**src/design/tkf_pkg.sv**
```systemverilog
// Shared types, constants and helper functions of the two-axis tilt Kalman filter.
package tkf_pkg;

	localparam int unsigned FIELD_W = 32;
	localparam int unsigned CFG_W   = 31;

	// Register indexes of the configuration port.
	localparam logic [1:0] REG_TIME_STEP   = 2'd0;
	localparam logic [1:0] REG_ANGLE_NOISE = 2'd1;
	localparam logic [1:0] REG_BIAS_NOISE  = 2'd2;
	localparam logic [1:0] REG_MEAS_NOISE  = 2'd3;

	// Register reset values.
	localparam logic [CFG_W-1:0] TIME_STEP_RST   = 31'd2684355;
	localparam logic [CFG_W-1:0] ANGLE_NOISE_RST = 31'd268435;
	localparam logic [CFG_W-1:0] BIAS_NOISE_RST  = 31'd1342177;
	localparam logic [CFG_W-1:0] MEAS_NOISE_RST  = 31'd8053064;

	// Datapath operations issued by the controller.
	typedef enum logic [4:0] {
		OP_NONE,
		OP_LOAD,
		OP_DIFF,
		OP_M_D,
		OP_EST,
		OP_T1,
		OP_M_IN,
		OP_PCOV,
		OP_DIV,
		OP_M_K0Y,
		OP_UE,
		OP_UB,
		OP_U0,
		OP_U1,
		OP_U2,
		OP_U3,
		OP_STORE
	} op_t;

	localparam int unsigned PRED_LEN = 8;
	localparam int unsigned CORR_LEN = 7;

	// Predict phase: load axis state, integrate the rate, grow the covariance,
	// then launch the gain division.
	localparam op_t PRED_SEQ [PRED_LEN] = '{
		OP_LOAD, OP_DIFF, OP_M_D, OP_EST, OP_T1, OP_M_IN, OP_PCOV, OP_DIV
	};

	// Correct phase: apply the gains to the estimate, bias and covariance.
	localparam op_t CORR_SEQ [CORR_LEN] = '{
		OP_M_K0Y, OP_UE, OP_UB, OP_U0, OP_U1, OP_U2, OP_U3
	};

	typedef struct packed {
		op_t  op;
		logic ax;
		logic in_load;
		logic out_load;
	} cmd_t;

	typedef struct packed {
		logic div_done;
	} sts_t;

	// Saturate an exact sum to signed 32 bits.
	function automatic logic signed [31:0] sat36(input logic signed [35:0] x);
		logic signed [31:0] r;
		if (x > 36'sd2147483647) begin
			r = 32'sh7fffffff;
		end else if (x < -36'sd2147483648) begin
			r = 32'sh80000000;
		end else begin
			r = x[31:0];
		end
		return r;
	endfunction

	// Saturate a shifted product to signed 32 bits.
	function automatic logic signed [31:0] sat64(input logic signed [63:0] x);
		logic signed [31:0] r;
		if (x > 64'sd2147483647) begin
			r = 32'sh7fffffff;
		end else if (x < -64'sd2147483648) begin
			r = 32'sh80000000;
		end else begin
			r = x[31:0];
		end
		return r;
	endfunction

endpackage

```
**src/design/tkf_ctrl.sv**
```systemverilog
// Controller: sequences the datapath through both axes and runs the handshakes.
module tkf_ctrl (
	input  logic          clk,
	input  logic          arst_n,
	input  logic          in_valid,
	output logic          in_ready,
	output logic          out_valid,
	input  logic          out_ready,
	output tkf_pkg::cmd_t cmd,
	input  tkf_pkg::sts_t sts
);
	import tkf_pkg::*;

	typedef enum logic [4:0] {
		S_IDLE  = 5'b00001,
		S_PRED  = 5'b00010,
		S_DIVW  = 5'b00100,
		S_CORR  = 5'b01000,
		S_STORE = 5'b10000
	} state_t;

	state_t     state_q;
	logic [2:0] step_q;
	logic       ax_q;
	logic       out_valid_q;
	logic       out_free;

	assign in_ready  = (state_q == S_IDLE);
	assign out_valid = out_valid_q;
	assign out_free  = !out_valid_q || out_ready;

	// Command decode.
	always_comb begin
		cmd          = '0;
		cmd.op       = OP_NONE;
		cmd.ax       = ax_q;
		cmd.in_load  = in_valid && in_ready;
		unique case (state_q)
			S_IDLE: ;
			S_PRED: cmd.op = PRED_SEQ[step_q];
			S_DIVW: ;
			S_CORR: cmd.op = CORR_SEQ[step_q];
			S_STORE: begin
				if (!ax_q || out_free) begin
					cmd.op       = OP_STORE;
					cmd.out_load = ax_q;
				end
			end
			default: ;
		endcase
	end

	// State sequencing.
	always_ff @(posedge clk or negedge arst_n) begin
		if (!arst_n) begin
			state_q     <= S_IDLE;
			step_q      <= '0;
			ax_q        <= 1'b0;
			out_valid_q <= 1'b0;
		end else begin
			if (cmd.out_load) begin
				out_valid_q <= 1'b1;
			end else if (out_ready) begin
				out_valid_q <= 1'b0;
			end
			unique case (state_q)
				S_IDLE: begin
					if (in_valid) begin
						state_q <= S_PRED;
						step_q  <= '0;
						ax_q    <= 1'b0;
					end
				end
				S_PRED: begin
					if (step_q == 3'(PRED_LEN - 1)) begin
						state_q <= S_DIVW;
						step_q  <= '0;
					end else begin
						step_q <= step_q + 3'd1;
					end
				end
				S_DIVW: begin
					if (sts.div_done) begin
						state_q <= S_CORR;
						step_q  <= '0;
					end
				end
				S_CORR: begin
					if (step_q == 3'(CORR_LEN - 1)) begin
						state_q <= S_STORE;
						step_q  <= '0;
					end else begin
						step_q <= step_q + 3'd1;
					end
				end
				S_STORE: begin
					if (!ax_q) begin
						ax_q    <= 1'b1;
						state_q <= S_PRED;
					end else if (out_free) begin
						state_q <= S_IDLE;
					end
				end
				default: state_q <= S_IDLE;
			endcase
		end
	end

	// A new result appears only after the pitch axis has been stored.
	a_out_after_store: assert property (@(posedge clk) disable iff (!arst_n)
		$rose(out_valid_q) |-> $past(state_q == S_STORE && ax_q))
		else $error("result shown without a finished pitch axis");

	// The divider finishes only while the controller waits for it.
	a_div_in_wait: assert property (@(posedge clk) disable iff (!arst_n)
		sts.div_done |-> state_q == S_DIVW)
		else $error("divider finished outside its wait state");

	// An accepted item always starts with the roll axis.
	a_start_roll: assert property (@(posedge clk) disable iff (!arst_n)
		(in_valid && in_ready) |=> (state_q == S_PRED && !ax_q && step_q == '0))
		else $error("item did not start on the roll axis");

endmodule

```
**config.mk**
```make
export PLATFORM = sky130hd
export DESIGN_NAME = tkf_ctrl
export DESIGN_NICKNAME = d
export VERILOG_FILES = /design/src/design/tkf_pkg.sv /design/src/design/tkf_ctrl.sv
export SDC_FILE = /design/constraint.sdc
export NUM_CORES = 1
export LEC_CHECK = 0
export BUFFER_PORTS_ARGS = -buffer_cell sky130_fd_sc_hd__clkbuf_2
export CAP_MARGIN = 20
export CORE_MARGIN = 2
export CORE_UTILIZATION = 55
export CTS_BUF_LIST = sky130_fd_sc_hd__clkbuf_8
export CTS_CLUSTER_SIZE = 20
export DETAILED_ROUTE_END_ITERATION = 10
export GPL_TIMING_DRIVEN = 0
export PLACE_DENSITY = 0.8
export SLEW_MARGIN = 20
export SYNTH_ARGS = -nofsm -noshare
export SYNTH_HDL_FRONTEND = slang
export SYNTH_SLANG_ARGS = --single-unit
export TNS_END_PERCENT = 10
```
**constraint.sdc**
```tcl
create_clock -name clk -period 1.8 [get_ports clk]
set_clock_uncertainty 0.1 [all_clocks]
set_input_delay 0.54 -clock clk [delete_from_list [all_inputs] [get_ports clk]]
set_output_delay 0.54 -clock clk [all_outputs]
set_load 0.05 [all_outputs]
```
==> results of run 1 <==
## layout make-up
type	instances	share of cell area
Buffer	1	0.006309
Clock buffer	4	0.04627
Inverter	8	0.02734
Multi-Input combinational cell	58	0.4848
Sequential cell	10	0.2187
Tap cell	15	0.01577
Timing Repair Buffer	26	0.2008
## sequential cells by signal, indices dropped and copies added, names as in the netlist
name       cells
ax_q           1
out_valid      1
state_q        5
step_q         3
## metrics by stage
stage	hold slack (ps)	cells	setup TNS (ps)	utilization	power [W]
floorplan	144.4	77	-534.0	-	0.001061
global placement	318.1	106	-1836	0.7110	0.001198
finish	58.72	122	-3896	0.9379	0.001791
global route	84.69	122	-4621	0.9379	0.001854
CTS	69.49	119	-2551	0.8974	0.001675
detailed placement	322.1	106	-1993	0.7110	0.001216
## layer usage
metal | track usage | vias to the layer above | part of all wire | wire (um)
li1 | - | 340 | - | -
met3 | 0.06667 | 15 | 0.10 | 282
met2 | 0.5040 | 78 | 0.50 | 1400
met5 | 0 | - | 0 | 0
met4 | 0.1500 | 0 | 0.033 | 93
met1 | 0.3910 | 380 | 0.37 | 1031
## cell families (layout without fill, tap and decap cells)
logic type | after synthesis | in the layout
buffers and inverters | 9 | 39
AO/OA/AOI/OAI | 22 | 22
AND/OR/NAND/NOR | 27 | 27
flip-flops | 10 | 10
XOR/XNOR | 1 | 1
adder cells (fa/ha/maj) | 6 | 6
multiplexers | 2 | 2
## worst max-delay path: stages (launching register included)
cell and delay [ps]:
dfrtp_2 450, nor2b_4 200, nand3b_4 140, o21ai_4 190
nand2_2 90, o21ai_4 80, buf_8 160
## layout by cell type (no fill, tap or decap), drive strengths merged, types with 3 or more instances in the layout
cell type | netlist | routed
nand2 | 9 | 9
nor2 | 5 | 5
o22ai | 6 | 6
buf | 1 | 17
o21ai | 7 | 7
inv | 8 | 8
dfrtp | 9 | 9
clkbuf | 0 | 14
nand3 | 3 | 3
ha | 6 | 6
## where the power goes
group,internal (W),total [W],switching [W]
sequential,0.000301,0.000412,0.000112
clock,0.000193,0.000287,0.0000939
combinational,0.000450,0.00109,0.000642
total,0.000943,0.00179,0.000848
## worst max-delay path by stage
| stage | startpoint | endpoint | slack [ps] | cells past startpoint |
|---|---|---|---|---|
| finish | state_q[3] | cmd[4] | -400 | 6 |
| floorplan | state_q[3] | cmd[3] | -100 | 5 |
| global route | state_q[3] | cmd[4] | -450 | 6 |
| detailed placement | state_q[2] | cmd[3] | -470 | 6 |
| CTS | state_q[4] | cmd[4] | -360 | 6 |
| global placement | state_q[4] | cmd[4] | -390 | 6 |
## timing repair
item,CTS,global route
resized for setup,30,12
hold endpoints to repair,0,0
buffers inserted,9,3
endpoints found under the setup margin,8,16
pin swaps,8,3
==> flow_metrics.env, run 1 <==
export IMPL_grt_pass1_wl_um=3222
export IMPL_seq_area_frac_synth=0.3490
export IMPL_vias=813
export IMPL_setup_viol=16
export IMPL_grt_max_degree=11
export IMPL_die_y_um=40.20
export IMPL_gp_congestion=0.7853
export IMPL_synthAdderAreaFrac=0.1042
export IMPL_drtIter0Drc=56
export IMPL_hpwlAfterDp_um=1291
export IMPL_track_usage=0.3113
export IMPL_slew_violations=0
export IMPL_r2r_cells=8
export IMPL_crit_fanout=5
export IMPL_place_area_um2=902.1
export IMPL_drc_errors=0
export IMPL_htree_levels=1
export IMPL_setup_ws_ps=-399.8
export IMPL_grt_overflow=0
export IMPL_synth_top_area_frac=0.3125
export IMPL_start_util=0.5680
export IMPL_synth_nets=88
export IMPL_cts_root_buf="clkbuf_8"
export IMPL_cellLeakagePower_nw=0.5680
export IMPL_yosysTopAreaCell="dfrtp_1"
export IMPL_clkTransAtPathRegs_ps=50
export IMPL_cts_buffers=3
export IMPL_critical_path_class="register to output pin"
export IMPL_antenna_found_initial=0
export IMPL_die_w_um=40.20
export IMPL_fillCellCount=34
export IMPL_ys_flop_type="dfrtp_1"
export IMPL_fmax_ghz=0.4546
export IMPL_routed_via_density=6.664
export IMPL_io_buffers=14
export IMPL_die_area_mm2=0.001616
export IMPL_pre_cts_ws_ps=-467.7
export IMPL_syn_avg_cell_area_um2=9.360
export IMPL_crit_arrival_ps=1560
export IMPL_core_mm2=0.001269
export IMPL_violations="setup timing"
export IMPL_wl_per_cell_um=23.02
export IMPL_syn_inst=77
export IMPL_synth_top_family_by_area="compound AO/OA/AOI/OAI gates"
export IMPL_synthTopCellsByCount="dfrtp_1, nand2_1, inv_1"
export IMPL_power_density_mw_per_mm2=1505
export IMPL_synth_compound_area_frac=0.2326
export IMPL_synth_xor_area_frac=0.01215
export IMPL_status="finished with violations"
export IMPL_synth_top_cells_by_area="dfrtp_1, ha_1, nand2_1"
export IMPL_drive_gt1_frac=0.6355
export IMPL_synthSimpleGateAreaFrac=0.2205
export IMPL_synth_seq_cells=10
export IMPL_post_synth_num_cell_types=31
export IMPL_worst_setup_path_start_kind="register"
export IMPL_async_flop_share=1.000
export IMPL_drtAntennaViolNets=0
export IMPL_max_cap_violations=0
export IMPL_period_minus_slack_ps=2200
export IMPL_seq_area_um2=260.3
export IMPL_r2r_slack_ps=-300
export IMPL_layout_nets=119
export IMPL_drt_total_wl_um=2808
export IMPL_endpoint_kind="output pin"
export IMPL_r2r_start="state_q[3]"
export IMPL_hold_violations=0
export IMPL_holdBufCountCts=0
export IMPL_worst_ep_required_time_ps=1160
export IMPL_synthToLayoutAreaGrowth_pct=65.10
export IMPL_clk_path_buf_depth=2
export IMPL_synthMuxAreaShare=0.02951
export IMPL_min_period_over_period=1.222
export IMPL_ys_warn_count=0
export IMPL_rsz0062_at_grt="true"
export IMPL_netlist_area_um2=720.7
export IMPL_diodes=0
export IMPL_cts_tree="yes"
export IMPL_clock_sink_count=10
export IMPL_grt_pass1_vias=716
export IMPL_dr_pass1_iters=4
export IMPL_multiInputGateArea_um2=576.8
export IMPL_peakVddDrop_uv=1130
export IMPL_worstMarginPinSlew_ps=538.9
export IMPL_placementRows=13
export IMPL_clkLatencyLatePin_ps=240
export IMPL_finish_instance_area_mm2=0.001190
export IMPL_io_pins=15
export IMPL_relSlewSlack=0.6400
export IMPL_synth_edff_count=0
export IMPL_r2r_end="state_q[1]"
export IMPL_hold_path_class="input port to asynchronous set/reset pin"
Note: power is estimated with default switching activity, not from simulation.
==> run 2: changes to the inputs <==
--- a/config.mk
+++ b/config.mk
@@ -7,7 +7,6 @@
 export LEC_CHECK = 0
 export BUFFER_PORTS_ARGS = -buffer_cell sky130_fd_sc_hd__clkbuf_2
 export CAP_MARGIN = 20
-export CORE_MARGIN = 2
 export CORE_UTILIZATION = 55
 export CTS_BUF_LIST = sky130_fd_sc_hd__clkbuf_8
 export CTS_CLUSTER_SIZE = 20
==> flow_metrics.env, run 2 <==
export IMPL_synthTopCellsByCount="dfrtp_1, nand2_1, inv_1"
export IMPL_status="aborted with a tool error"
export IMPL_clk_path_buf_depth=2
export IMPL_cts_root_buf="clkbuf_8"
export IMPL_seq_area_frac_synth=0.3490
export IMPL_placementRows=12
export IMPL_synth_seq_cells=10
export IMPL_synth_nets=88
export IMPL_yosysTopAreaCell="dfrtp_1"
export IMPL_netlist_area_um2=720.7
export IMPL_async_flop_share=1.000
export IMPL_hpwlAfterDp_um=1348
export IMPL_htree_levels=1
export IMPL_worst_path_end_type="primary output"
export IMPL_start_util=0.6234
export IMPL_cts_buffers=3
export IMPL_synth_top_area_frac=0.3125
export IMPL_gp_congestion=0.8505
export IMPL_post_synth_num_cell_types=31
export IMPL_die_y_um=38.20
export IMPL_stop_stage="global routing (5_1_grt)"
export IMPL_holdBufCountCts=0
export IMPL_grt_max_degree=11
export IMPL_synth_edff_count=0
export IMPL_worstEndpointGrtRepair="cmd[5]"
export IMPL_ys_flop_type="dfrtp_1"
export IMPL_ys_warn_count=0
export IMPL_syn_avg_cell_area_um2=9.360
export IMPL_clock_sink_count=10
export IMPL_error_line="[ERROR DPL-0038] Utilization greater than 100%, impossible to legalize"
export IMPL_io_buffers=14
export IMPL_synth_top_cells_by_area="dfrtp_1, ha_1, nand2_1"
export IMPL_die_w_um=38.20
export IMPL_syn_inst=77
export IMPL_io_pins=15
[run 2: cell counts after synthesis]
Identical to the previous run, type by type.
[run 2: stage by stage]
stage	cell area, um2	hold slack, ps	worst slack [ps]	setup TNS, ps	std cells
after CTS	1126	66.58	-324.9	-2177	117
after detailed placement	900.9	312.7	-436.0	-2089	105
after global placement	900.9	313.4	-418.0	-1915	105
after floorplan	813.3	144.4	-95.94	-534.0	77
[run 2: cells by family after synthesis]
group | share of synthesized area
mux | 0.02951
buf+inv | 0.05209
xor+xnor | 0.01215
compound gates | 0.2326
flops | 0.3490
simple gates | 0.2205
fa+ha+maj | 0.1042
[run 2: what timing repair did]
item	CTS
gates resized for setup	32
pin swaps	4
buffers inserted	8
endpoints found under the hold margin	0
endpoints found under the setup margin	8
==> run 3: changes to the inputs <==
--- a/config.mk
+++ b/config.mk
@@ -7,12 +7,11 @@
 export LEC_CHECK = 0
 export BUFFER_PORTS_ARGS = -buffer_cell sky130_fd_sc_hd__clkbuf_2
 export CAP_MARGIN = 20
-export CORE_UTILIZATION = 55
-export CTS_BUF_LIST = sky130_fd_sc_hd__clkbuf_8
-export CTS_CLUSTER_SIZE = 20
+export CORE_AREA = 2 2 63 65
 export DETAILED_ROUTE_END_ITERATION = 10
+export DIE_AREA = 0 0 65 67
 export GPL_TIMING_DRIVEN = 0
-export PLACE_DENSITY = 0.8
+export PLACE_DENSITY_LB_ADDON = 0.15
 export SLEW_MARGIN = 20
 export SYNTH_ARGS = -nofsm -noshare
 export SYNTH_HDL_FRONTEND = slang
==> flow_metrics.env, run 3 (synthesis results as in run 1) <==
export IMPL_relSlewSlack=0.6942
export IMPL_r2r_start="state_q[3]"
export IMPL_synthToLayoutAreaGrowth_pct=69.62
export IMPL_critical_path_class="register to output pin"
export IMPL_r2r_cells=7
export IMPL_peakVddDrop_uv=530.4
export IMPL_drt_total_wl_um=1967
export IMPL_core_mm2=0.003606
export IMPL_largest_register="state_q"
export IMPL_htree_levels=1
export IMPL_crit_end="cmd[4]"
export IMPL_r2r_end="state_q[0]"
export IMPL_finish_instance_area_mm2=0.001222
export IMPL_cts_root_buf="clkbuf_8"
export IMPL_gp_congestion=0.7371
export IMPL_fillCellCount=376
export IMPL_hold_path_class="input port to asynchronous set/reset pin"
export IMPL_seq_area_um2=261.5
export IMPL_grt_busiest_layer="met2"
export IMPL_status="finished with violations"
export IMPL_io_buffers=14
export IMPL_rsz0062_at_grt="true"
export IMPL_power_w=0.001757
export IMPL_cts_buffers=3
export IMPL_cts_tree="yes"
export IMPL_cpLargestDelayFamily="flip-flops"
export IMPL_die_area_mm2=0.004355
export IMPL_antenna_found_initial=0
export IMPL_routed_via_density=4.457
export IMPL_violations="setup timing"
export IMPL_clkTransAtPathRegs_ps=50
export IMPL_io_pins=15
export IMPL_die_w_um=65
export IMPL_crit_fanout=5
export IMPL_drtIter0Drc=24
export IMPL_final_core_util=0.3390
export IMPL_hold_violations=0
export IMPL_placementRows=22
export IMPL_setup_ws_ps=-356.3
export IMPL_setup_viol=10
export IMPL_diodes=0
export IMPL_worstMarginPinSlew_ps=457.8
export IMPL_use_met3=0.03209
export IMPL_final_common_cell="buf_4"
export IMPL_grt_overflow=0
export IMPL_crit_chain="nor2b_4 > nand3b_4 > o21ai_4 > nand2_2 > o21ai_4 > buf_8"
export IMPL_cellLeakagePower_nw=0.5564
export IMPL_max_cap_violations=0
export IMPL_grt_pass1_wl_um=3256
export IMPL_min_period_over_period=1.198
export IMPL_crit_top_cell="o21ai_4"
export IMPL_place_inst=139
export IMPL_worst_setup_path_start_kind="register"
export IMPL_r2r_slack_ps=-20
export IMPL_clk_path_buf_depth=2
export IMPL_crit_arrival_ps=1520
export IMPL_layout_nets=115
export IMPL_vias=673
export IMPL_use_met1=0.1205
export IMPL_clkLatencyLatePin_ps=230
export IMPL_power_density_mw_per_mm2=1437
export IMPL_drive_gt1_frac=0.6505
export IMPL_period_minus_slack_ps=2156
export IMPL_start_util=0.1999
export IMPL_layout_common_cells="buf_4, dfrtp_2, clkbuf_8"
export IMPL_largest_reg_flops=5
export IMPL_multiInputGateArea_um2=603.1
export IMPL_endpoint_kind="output pin"
export IMPL_crit_start="state_q[4]"
export IMPL_slew_violations=0
export IMPL_grt_pass1_vias=724
export IMPL_dr_pass1_iters=4
export IMPL_critPathBufInv=1
export IMPL_drtAntennaViolNets=0
export IMPL_place_area_um2=943.4
export IMPL_critPathMaxStageDelay_ps=460
export IMPL_worst_ep_required_time_ps=1160
export IMPL_track_usage=0.09732
export IMPL_slowest_stage="dfrtp_2"
export IMPL_drc_errors=0
export IMPL_wl_per_cell_um=13.03
export IMPL_use_met2=0.1662
export IMPL_grt_max_degree=11
export IMPL_layout_cells_non_filler=151
export IMPL_clock_sink_count=10
export IMPL_fmax_ghz=0.4638
export IMPL_hpwlAfterDp_um=1399
export IMPL_die_y_um=67
export IMPL_setup_tns_final_ps=-2245
export IMPL_largest_registers="state_q (5), step_q (3)"
export IMPL_path_depth=6
[run 3: power by group]
group / switching (W) / internal, W / leakage (nW) / total (W)
registers: 0.000103 / 0.000301 / 0.119 / 0.000404
clock network: 0.0000849 / 0.000192 / 0.0288 / 0.000277
logic: 0.000603 / 0.000474 / 0.409 / 0.00108
[run 3: layout make-up]
class	count	area share
plain buffers	1	0.006141
clock buffers	4	0.04504
inverters	8	0.02457
multi-input cells	58	0.4933
flip-flops and latches	10	0.2139
well taps	48	0.04913
repair buffers	22	0.1679
[run 3: how the worst min path moves through the flow]
| stage | to | slack (ps) | from |
|---|---|---|---|
| final | out_valid | 70 | arst_n |
| after global routing | out_valid | 80 | arst_n |
| after CTS | step_q[0] | 80 | arst_n |
| after detailed placement | step_q[0] | 330 | arst_n |
| after global placement | out_valid | 330 | arst_n |
| after floorplan | ax_q | 140 | arst_n |
[run 3: worst reg2reg max path, cell delays in order, from the launching register on]
cell	delay [ps]
dfrtp_2	440
buf_4	150
buf_4	130
xor2_2	180
nand3b_4	90
o221ai_4	130
a311o_2	390
o22ai_2	130
[run 3: per-layer routing]
metal,vias to the layer above,share of wire
met3,0,0.033
li1,330,-
met5,-,0
met1,334,0.42
met4,0,0
met2,9,0.54
[run 3: repair_timing]
action / 4_1_cts / 5_1_grt
setup buffers: 6 / 2
hold buffers: 0 / 0
pin swaps: 5 / 9
gates resized for setup: 28 / 17
setup endpoints to repair: 8 / 15
[run 3: metrics by stage]
stage	worst slack [ps]	hold slack [ps]
2_1_floorplan	-95.94	144.4
3_3_place_gp	-487.4	332.8
3_5_place_dp	-478.4	329.6
4_1_cts	-367.1	75.20
5_1_grt	-434.8	81.08
6_report	-356.3	67.61
==> run 4: changes to the inputs <==
--- a/config.mk
+++ b/config.mk
@@ -12,6 +12,7 @@
 export DIE_AREA = 0 0 65 67
 export GPL_TIMING_DRIVEN = 0
 export PLACE_DENSITY_LB_ADDON = 0.15
+export RECOVER_POWER = 25
 export SLEW_MARGIN = 20
 export SYNTH_ARGS = -nofsm -noshare
 export SYNTH_HDL_FRONTEND = slang
==> flow_metrics.env, run 4 (synthesis results as in run 1) <==
export IMPL_clkTransAtPathRegs_ps=50
export IMPL_die_y_um=67
export IMPL_synthToLayoutAreaGrowth_pct=69.44
export IMPL_die_w_um=65
export IMPL_status="finished with violations"
export IMPL_io_pins=15
export IMPL_place_area_um2=943.4
export IMPL_hpwlAfterDp_um=1399
export IMPL_critPathMaxStageDelay_ps=460
export IMPL_multiInputGateArea_um2=603.1
export IMPL_hold_violations=0
export IMPL_endpoint_kind="output pin"
export IMPL_io_buffers=14
export IMPL_placementRows=22
export IMPL_r2r_end="state_q[0]"
export IMPL_grt_max_degree=11
export IMPL_period_minus_slack_ps=2156
export IMPL_cpLargestDelayFamily="flip-flops"
export IMPL_dr_pass1_iters=4
export IMPL_antenna_found_initial=0
export IMPL_drtIter0Drc=24
export IMPL_drive_gt1_frac=0.6408
export IMPL_setup_ws_ps=-356.3
export IMPL_max_cap_violations=0
export IMPL_routed_via_density=4.457
export IMPL_slew_violations=0
export IMPL_r2r_start="state_q[3]"
export IMPL_crit_arrival_ps=1520
export IMPL_grt_pass1_vias=724
export IMPL_finish_instance_area_mm2=0.001221
export IMPL_power_density_mw_per_mm2=1439
export IMPL_cellLeakagePower_nw=0.5535
export IMPL_final_common_cell="buf_4"
export IMPL_crit_chain="nor2b_4 > nand3b_4 > o21ai_4 > nand2_2 > o21ai_4 > buf_8"
export IMPL_setup_viol=10
export IMPL_largest_register="state_q"
export IMPL_clkLatencyLatePin_ps=230
export IMPL_crit_fanout=5
export IMPL_gp_congestion=0.7371
export IMPL_critical_path_class="register to output pin"
export IMPL_drc_errors=0
export IMPL_cts_buffers=3
export IMPL_grt_overflow=0
export IMPL_worst_ep_required_time_ps=1160
export IMPL_relSlewSlack=0.6245
export IMPL_drtAntennaViolNets=0
export IMPL_min_period_over_period=1.198
export IMPL_clk_path_buf_depth=2
export IMPL_rsz0062_at_grt="true"
export IMPL_violations="setup timing"
export IMPL_critPathBufInv=1
export IMPL_fmax_ghz=0.4638
export IMPL_r2r_cells=7
export IMPL_grt_pass1_wl_um=3256
export IMPL_pre_cts_ws_ps=-478.4
export IMPL_vias=673
export IMPL_peakVddDrop_uv=530.4
export IMPL_diodes=0
export IMPL_die_area_mm2=0.004355
export IMPL_largest_registers="state_q (5), step_q (3)"
export IMPL_worstMarginPinSlew_ps=563.3
export IMPL_slowest_stage="dfrtp_2"
export IMPL_hold_path_class="input port to asynchronous set/reset pin"
export IMPL_cts_tree="yes"
export IMPL_layout_common_cells="buf_4, dfrtp_2, clkbuf_8"
export IMPL_worst_setup_path_start_kind="register"
export IMPL_seq_area_um2=261.5
export IMPL_wl_per_cell_um=13.04
export IMPL_layout_nets=115
export IMPL_largest_reg_flops=5
export IMPL_holdBufCountCts=0
export IMPL_clock_sink_count=10
export IMPL_htree_levels=1
export IMPL_r2r_slack_ps=-20
export IMPL_cts_root_buf="clkbuf_8"
export IMPL_start_util=0.1999
export IMPL_fillCellCount=377
export IMPL_drt_total_wl_um=1969
export IMPL_core_mm2=0.003606
export IMPL_track_usage=0.09732
export IMPL_final_core_util=0.3387
export IMPL_crit_top_cell="o21ai_4"
run 4: cell types whose count changed in the layout (fill, tap and decap cells not counted):
cell,previous run,this run
clkbuf_1,0,1
clkbuf_2,6,5
run 4: final cells by class:
type / instances / share of cell area
multi-input cells: 58 / 0.4939
repair buffers: 22 / 0.1670
flip-flops and latches: 10 / 0.2141
well taps: 48 / 0.04918
clock buffers: 4 / 0.04508
plain buffers: 1 / 0.006148
inverters: 8 / 0.02459
run 4: layer usage:
metal,vias up,share of wire,wire length [um],track usage
met5,-,0,0,0
met4,0,0,0,0.01596
met3,0,0.033,65,0.03209
met2,9,0.54,1067,0.1662
met1,334,0.42,836,0.1205
li1,330,-,-,-
run 4: worst register-to-register path, stage by stage, from the launching register on:
cell	delay, ps
dfrtp_2	440
buf_4	150
buf_4	130
xor2_2	180
nand3b_4	90
o221ai_4	130
a311o_2	390
o22ai_2	130
run 4: metrics by stage:
stage,TNS (ps),total power [W],cells,hold slack (ps)
2_1_floorplan,-534.0,0.001061,77,144.4
3_3_place_gp,-2278,0.001233,139,332.8
3_5_place_dp,-2226,0.001232,139,329.6
4_1_cts,-2437,0.001650,149,75.20
5_1_grt,-3109,0.001894,151,223.8
6_report,-2245,0.001757,151,169.9
run 4: worst max path at each step:
stage                           from     end  slack (ps)  depth (start not counted)
final                     state_q[4]  cmd[4]        -360                          6
after global routing      state_q[4]  cmd[3]        -430                          6
after CTS                 state_q[4]  cmd[4]        -370                          6
after detailed placement  state_q[3]  cmd[3]        -480                          6
after global placement    state_q[4]  cmd[3]        -490                          6
after floorplan           state_q[3]  cmd[3]        -100                          5
run 4: repair_timing:
item	CTS	global route
gates resized for setup	28	17
endpoints found under the setup margin	8	15
pin swaps	5	9
setup buffers	6	2
run 4: power breakdown:
part	internal, W	switching, W
combinational	0.000473	0.000603
sequential	0.000301	0.000103
clock	0.000192	0.0000849
total	0.000966	0.000790
